### config.mk
export PLATFORM = sky130hd
export DESIGN_NAME = dmf_ctrl
export DESIGN_NICKNAME = d
export VERILOG_FILES = /design/src/rtl/dmf_pkg.sv /design/src/rtl/dmf_ctrl.sv
export SDC_FILE = /design/constraint.sdc
export NUM_CORES = 1
export LEC_CHECK = 0
export BUFFER_PORTS_ARGS = -buffer_cell sky130_fd_sc_hd__buf_2
export CORE_AREA = 2 2 39 41
export DETAILED_ROUTE_END_ITERATION = 8
export DIE_AREA = 0 0 41 43
export HOLD_SLACK_MARGIN = 0.03
export PLACE_DENSITY = 0.51
export RECOVER_POWER = 25
export SYNTH_ARGS = -nofsm -noshare
export SYNTH_HDL_FRONTEND = slang
export SYNTH_SLANG_ARGS = --single-unit
### constraint.sdc
create_clock -name clock -period 3.3 [get_ports clock]
set_input_delay 0.495 -clock clock [delete_from_list [all_inputs] [get_ports clock]]
set_output_delay 0.495 -clock clock [all_outputs]
set_load 0.05 [all_outputs]
### src/rtl/dmf_pkg.sv
// Shared types, constants and helpers for the duplicate message filter.
// Used by duplicate_message_filter, dmf_ctrl and dmf_datapath; depends on nothing else.
`default_nettype none

package dmf_pkg;

   // Default number of table entries
   localparam int unsigned TABLE_DEPTH_DEFAULT = 64;

   // Expiry after reset: twenty minutes
   localparam logic [31:0] EXPIRE_RESET = 32'(60 * 20);

   // One request word: the message key and the current time
   typedef struct packed {
      logic [1:0]         message_kind;
      logic signed [63:0] sender_id;
      logic signed [63:0] receiver_id;
      logic signed [63:0] message_id;
      logic [31:0]        now_seconds;
   } req_word_type;

   // One response word
   typedef struct packed {
      logic is_new;
      logic evicted_oldest;
   } rsp_word_type;

   // One table entry as stored in the RAM
   typedef struct packed {
      logic        valid;
      logic [1:0]  kind;
      logic [63:0] sender;
      logic [63:0] receiver;
      logic [63:0] message_id;
      logic [31:0] last_seen;
   } entry_type;

   // Controller states
   typedef enum logic [3:0] {
      ST_CLEAR,
      ST_IDLE,
      ST_SCAN,
      ST_SCAN_TAIL,
      ST_DECIDE,
      ST_HIT_WR,
      ST_PURGE,
      ST_PURGE_TAIL,
      ST_FINISH
   } state_type;

   // Commands from controller to datapath
   typedef struct packed {
      logic accept;     // capture request word, restart search flags
      logic clear_wr;   // write an empty entry at the sweep address
      logic issue_rd;   // read the entry at the sweep address, advance
      logic purge;      // the read belongs to the purge/insert pass
      logic hit_wr;     // refresh the matching entry
      logic load_rsp;   // load the response register
   } cmd_type;

   // Status from datapath to controller
   typedef struct packed {
      logic last_addr;  // sweep address is at the final entry
      logic hit;        // search found the key
      logic out_free;   // response register can take a word this cycle
   } sts_type;

   // Entry is stale: last_seen + expire <= now, summed without wrap
   function automatic logic is_expired(input logic [31:0] last_seen,
                                       input logic [31:0] expire,
                                       input logic [31:0] now);
      logic [32:0] sum;
      sum = {1'b0, last_seen} + {1'b0, expire};
      return sum <= {1'b0, now};
   endfunction

endpackage

`default_nettype wire

### src/rtl/dmf_ctrl.sv
// Controller state machine of the duplicate message filter.
// Depends on dmf_pkg; drives commands into dmf_datapath.
`default_nettype none

module dmf_ctrl (
   input  wire logic             clock,
   input  wire logic             reset,
   input  wire logic             req_valid,
   output logic                  req_stall,
   input  wire dmf_pkg::sts_type sts,
   output dmf_pkg::cmd_type      cmd
);

   dmf_pkg::state_type state_ff;
   dmf_pkg::state_type state_in;

   // Next state
   always_comb begin
      state_in = state_ff;
      case (state_ff)
         dmf_pkg::ST_CLEAR: begin
            if (sts.last_addr) begin
               state_in = dmf_pkg::ST_IDLE;
            end
         end
         dmf_pkg::ST_IDLE: begin
            if (req_valid) begin
               state_in = dmf_pkg::ST_SCAN;
            end
         end
         dmf_pkg::ST_SCAN: begin
            if (sts.last_addr) begin
               state_in = dmf_pkg::ST_SCAN_TAIL;
            end
         end
         dmf_pkg::ST_SCAN_TAIL: begin
            state_in = dmf_pkg::ST_DECIDE;
         end
         dmf_pkg::ST_DECIDE: begin
            state_in = sts.hit ? dmf_pkg::ST_HIT_WR : dmf_pkg::ST_PURGE;
         end
         dmf_pkg::ST_HIT_WR: begin
            state_in = dmf_pkg::ST_FINISH;
         end
         dmf_pkg::ST_PURGE: begin
            if (sts.last_addr) begin
               state_in = dmf_pkg::ST_PURGE_TAIL;
            end
         end
         dmf_pkg::ST_PURGE_TAIL: begin
            state_in = dmf_pkg::ST_FINISH;
         end
         dmf_pkg::ST_FINISH: begin
            if (sts.out_free) begin
               state_in = dmf_pkg::ST_IDLE;
            end
         end
         default: begin
            state_in = dmf_pkg::ST_CLEAR;
         end
      endcase
   end

   // Outputs
   always_comb begin
      cmd       = '0;
      req_stall = 1'b1;
      case (state_ff)
         dmf_pkg::ST_CLEAR: begin
            cmd.clear_wr = 1'b1;
         end
         dmf_pkg::ST_IDLE: begin
            req_stall  = 1'b0;
            cmd.accept = req_valid;
         end
         dmf_pkg::ST_SCAN: begin
            cmd.issue_rd = 1'b1;
         end
         dmf_pkg::ST_HIT_WR: begin
            cmd.hit_wr = 1'b1;
         end
         dmf_pkg::ST_PURGE: begin
            cmd.issue_rd = 1'b1;
            cmd.purge    = 1'b1;
         end
         dmf_pkg::ST_FINISH: begin
            cmd.load_rsp = sts.out_free;
         end
         default: begin
            cmd = '0;
         end
      endcase
   end

   // State register
   always_ff @(posedge clock) begin
      if (reset) begin
         state_ff <= dmf_pkg::ST_CLEAR;
      end else begin
         state_ff <= state_in;
      end
   end

endmodule

`default_nettype wire

==> reports/results.txt <==
Status -> finished, final reports clean
DRC violations left -> 0
Top reg by flops -> state_ff
Ports -> 13
# setup viols final -> 0
First-pass GRT wire length -> 1130 um
H-tree depth -> 1
Synth top area cells -> dfxtp_1, nor3_1, nor3b_1
Area delta synth->final -> 26.4%
Drt total wl -> 710 um
Cell row count -> 14
Largest net degree at the start of global routing -> 13
Crit-path leading delay family -> flip-flops
Grt ovf -> 0
Minimum clock period -> 1.97 ns
Hold Crit Class -> primary input to flop
Pins Over Slew Limit -> 0
Share of synthesized flip-flops with an asynchronous set or reset -> 0%
Combinational share of power -> 53.4%
Leakage power -> 0.175 nW
Vias in the first global route -> 289
CP arrival -> 1.47 ns
Slew headroom -> 76.6%
Critical path class -> flop to output port
DR vias -> 322
Switch share -> 48.7%
Most frequent cells after synthesis -> dfxtp_1, nor3_1, nor2_1
Register share of total power -> 27.0%
Post-synth EDFFs -> 0
Synth Area in Compound Gates -> 20.7%
Total Neg Setup Slack -> 0 ns
Die Width -> 41 um
Crit Path Max Fanout -> 12
RSZ-0062 raised after global routing -> no
CTS Sinks -> 4
Clk_lat worst skew -> 0.23 ns
Post-Synth Adder-Cell Area -> 0%
Die height -> 43 um
Critical R2R Launch -> state_ff[0]
Initial antenna violation count -> 0
Register-to-register setup slack -> 1.79 ns
VDD IR max -> 0.235 mV
Mux cell area share after synthesis -> 3.25%
Top Registers -> state_ff (4)
CP peak stage delay -> 0.52 ns
Top_reg_cell synth -> dfxtp_1
Largest family of logic cells by synthesized area -> simple AND/OR/NAND/NOR gates
HP Start -> reset
Flops & latches, synth -> 4
Hold EP -> state_ff[3]
Yosys top cell area share -> 26.0%
CTS resizes -> 0
Worst path cell trace -> or4b_4, buf_2
Detail Route Antenna Nets -> 0
Slowest cell on the critical path -> dfxtp_1
PwrDens -> 792 nW/um^2
Cell Int Power -> 0.158 mW
Required @ worst endpoint -> 2.80 ns
# Post-CTS Setup Buffers -> 0
Clk root buf -> clkbuf_4
Max_cap viols -> 0
Critical path buffers and inverters -> 1
R2r worst-path depth -> 3
Tot GR Track Use -> 9.53%
Critical Path End Type -> output port
Clock transition at path regs -> 0.04 ns
Share of cells above drive strength 1 -> 34.0%
Tcrit/Tclk final -> 59.7%
Cts bufs inserted -> 3
Wire per inst -> 10.8 um
Final #Nets -> 58
Vias/cell -> 4.88
Initial drt markers -> 4
Mapped Area -> 308 sq um
P_sw -> 0.150 mW
IO buf count -> 12
Flip-flop count of the largest register after layout -> 4
FF-to-FF End -> state_ff[0]
Seq/Total Area, Yosys -> 26.0%
Number of iterations in the first detailed-routing pass -> 2
Final Hold Fails -> 0
Antenna cells -> 0
Initial Util -> 22.2%
CTS tree -> built
CP Launch Type -> flop
Worst slew pin tran -> 0.350 ns
XOR/XNOR share of the synthesized area -> 0%
Hold Buf Count CTS -> 0
Core area -> 1380 sq um
Final Util -> 28.1%
Hold Path Depth -> 2
Syn Area/Cell -> 8.10 sq um
Synthesis Warnings -> 0
Largest area contributor in the netlist -> dfxtp_1
Syn Nets -> 44
CTS Buffer Depth -> 2
Synth Area in Simple Gates -> 41.9%
Max Clock Skew -> 0.00438 ns
Die area -> 1760 sq um
Placer Congestion -> 0.731
Yosys cell types -> 26
Max Clock Freq -> 508 MHz
Clk pwr share -> 19.6%
Synth Instances -> 38
per-stage QoR:
stage / setup slack (ns) / cells / instance area (sq um) / total power [mW] / hold WS [ns]
after detailed placement: 1.56 / 63 / 367 / 0.251 / 0.604
after global routing: 1.25 / 66 / 389 / 0.333 / 0.499
after CTS: 1.31 / 66 / 389 / 0.313 / 0.497
after global placement: 1.58 / 63 / 367 / 0.251 / 0.617
after floorplan: 0.651 / 38 / 308 / 0.226 / 0.527
final: 1.33 / 66 / 389 / 0.308 / 0.504
power by group through the flow:
| stage | Combinational [mW] | Clock (mW) | Sequential, mW |
|---|---|---|---|
| detailed placement | 0.166 | 0 | 0.0848 |
| global placement | 0.166 | 0 | 0.0846 |
| global route | 0.178 | 0.0684 | 0.0866 |
| CTS | 0.166 | 0.0634 | 0.0836 |
| floorplan | 0.162 | 0 | 0.0645 |
| finish | 0.165 | 0.0603 | 0.0832 |
cell type report:
cell class,count,area (sq um)
multi-input cells,30,203
inverters,1,3.75
clock buffers,3,22.5
flip-flops and latches,4,80.1
repair buffers,12,60.1
fillers,160,995
well taps,16,20.0
layout by cell type (no fill, tap or decap), drive strengths merged, types with 2 or more instances in the layout:
cell and instances:
nor2 3, nor2b 2, nand2 2, dfxtp 4
buf 12, nor3b 2, clkbuf 3, nor3 4
worst max-delay path by stage:
stage / startpoint / endpoint / slack, ns / cells after the start
CTS: state_ff[0] / req_stall / 1.31 / 2
finish: state_ff[0] / req_stall / 1.33 / 2
global placement: state_ff[0] / req_stall / 1.58 / 2
floorplan: state_ff[1] / cmd[2] / 0.65 / 4
global route: state_ff[0] / req_stall / 1.25 / 2
detailed placement: state_ff[0] / req_stall / 1.56 / 2
per-layer routing:
layer / part of all wire, % / up-vias / wire, um / track usage [%]
met5: 0 / - / 0 / 0
met4: 1.1 / 0 / 8 / 8.00
met3: 6.1 / 2 / 43 / 1.57
met2: 45 / 11 / 323 / 15.3
met1: 47 / 145 / 334 / 9.94
li1: - / 164 / - / -
logic make-up (layout without fill, tap and decap cells):
kind of cell           after synthesis  count (layout)
buffers and inverters                4              16
multiplexers                         1               1
AO/OA/AOI/OAI                        8               8
flip-flops                           4               4
AND/OR/NAND/NOR                     21              21
No activity file was read; power rests on OpenSTA's default activity.
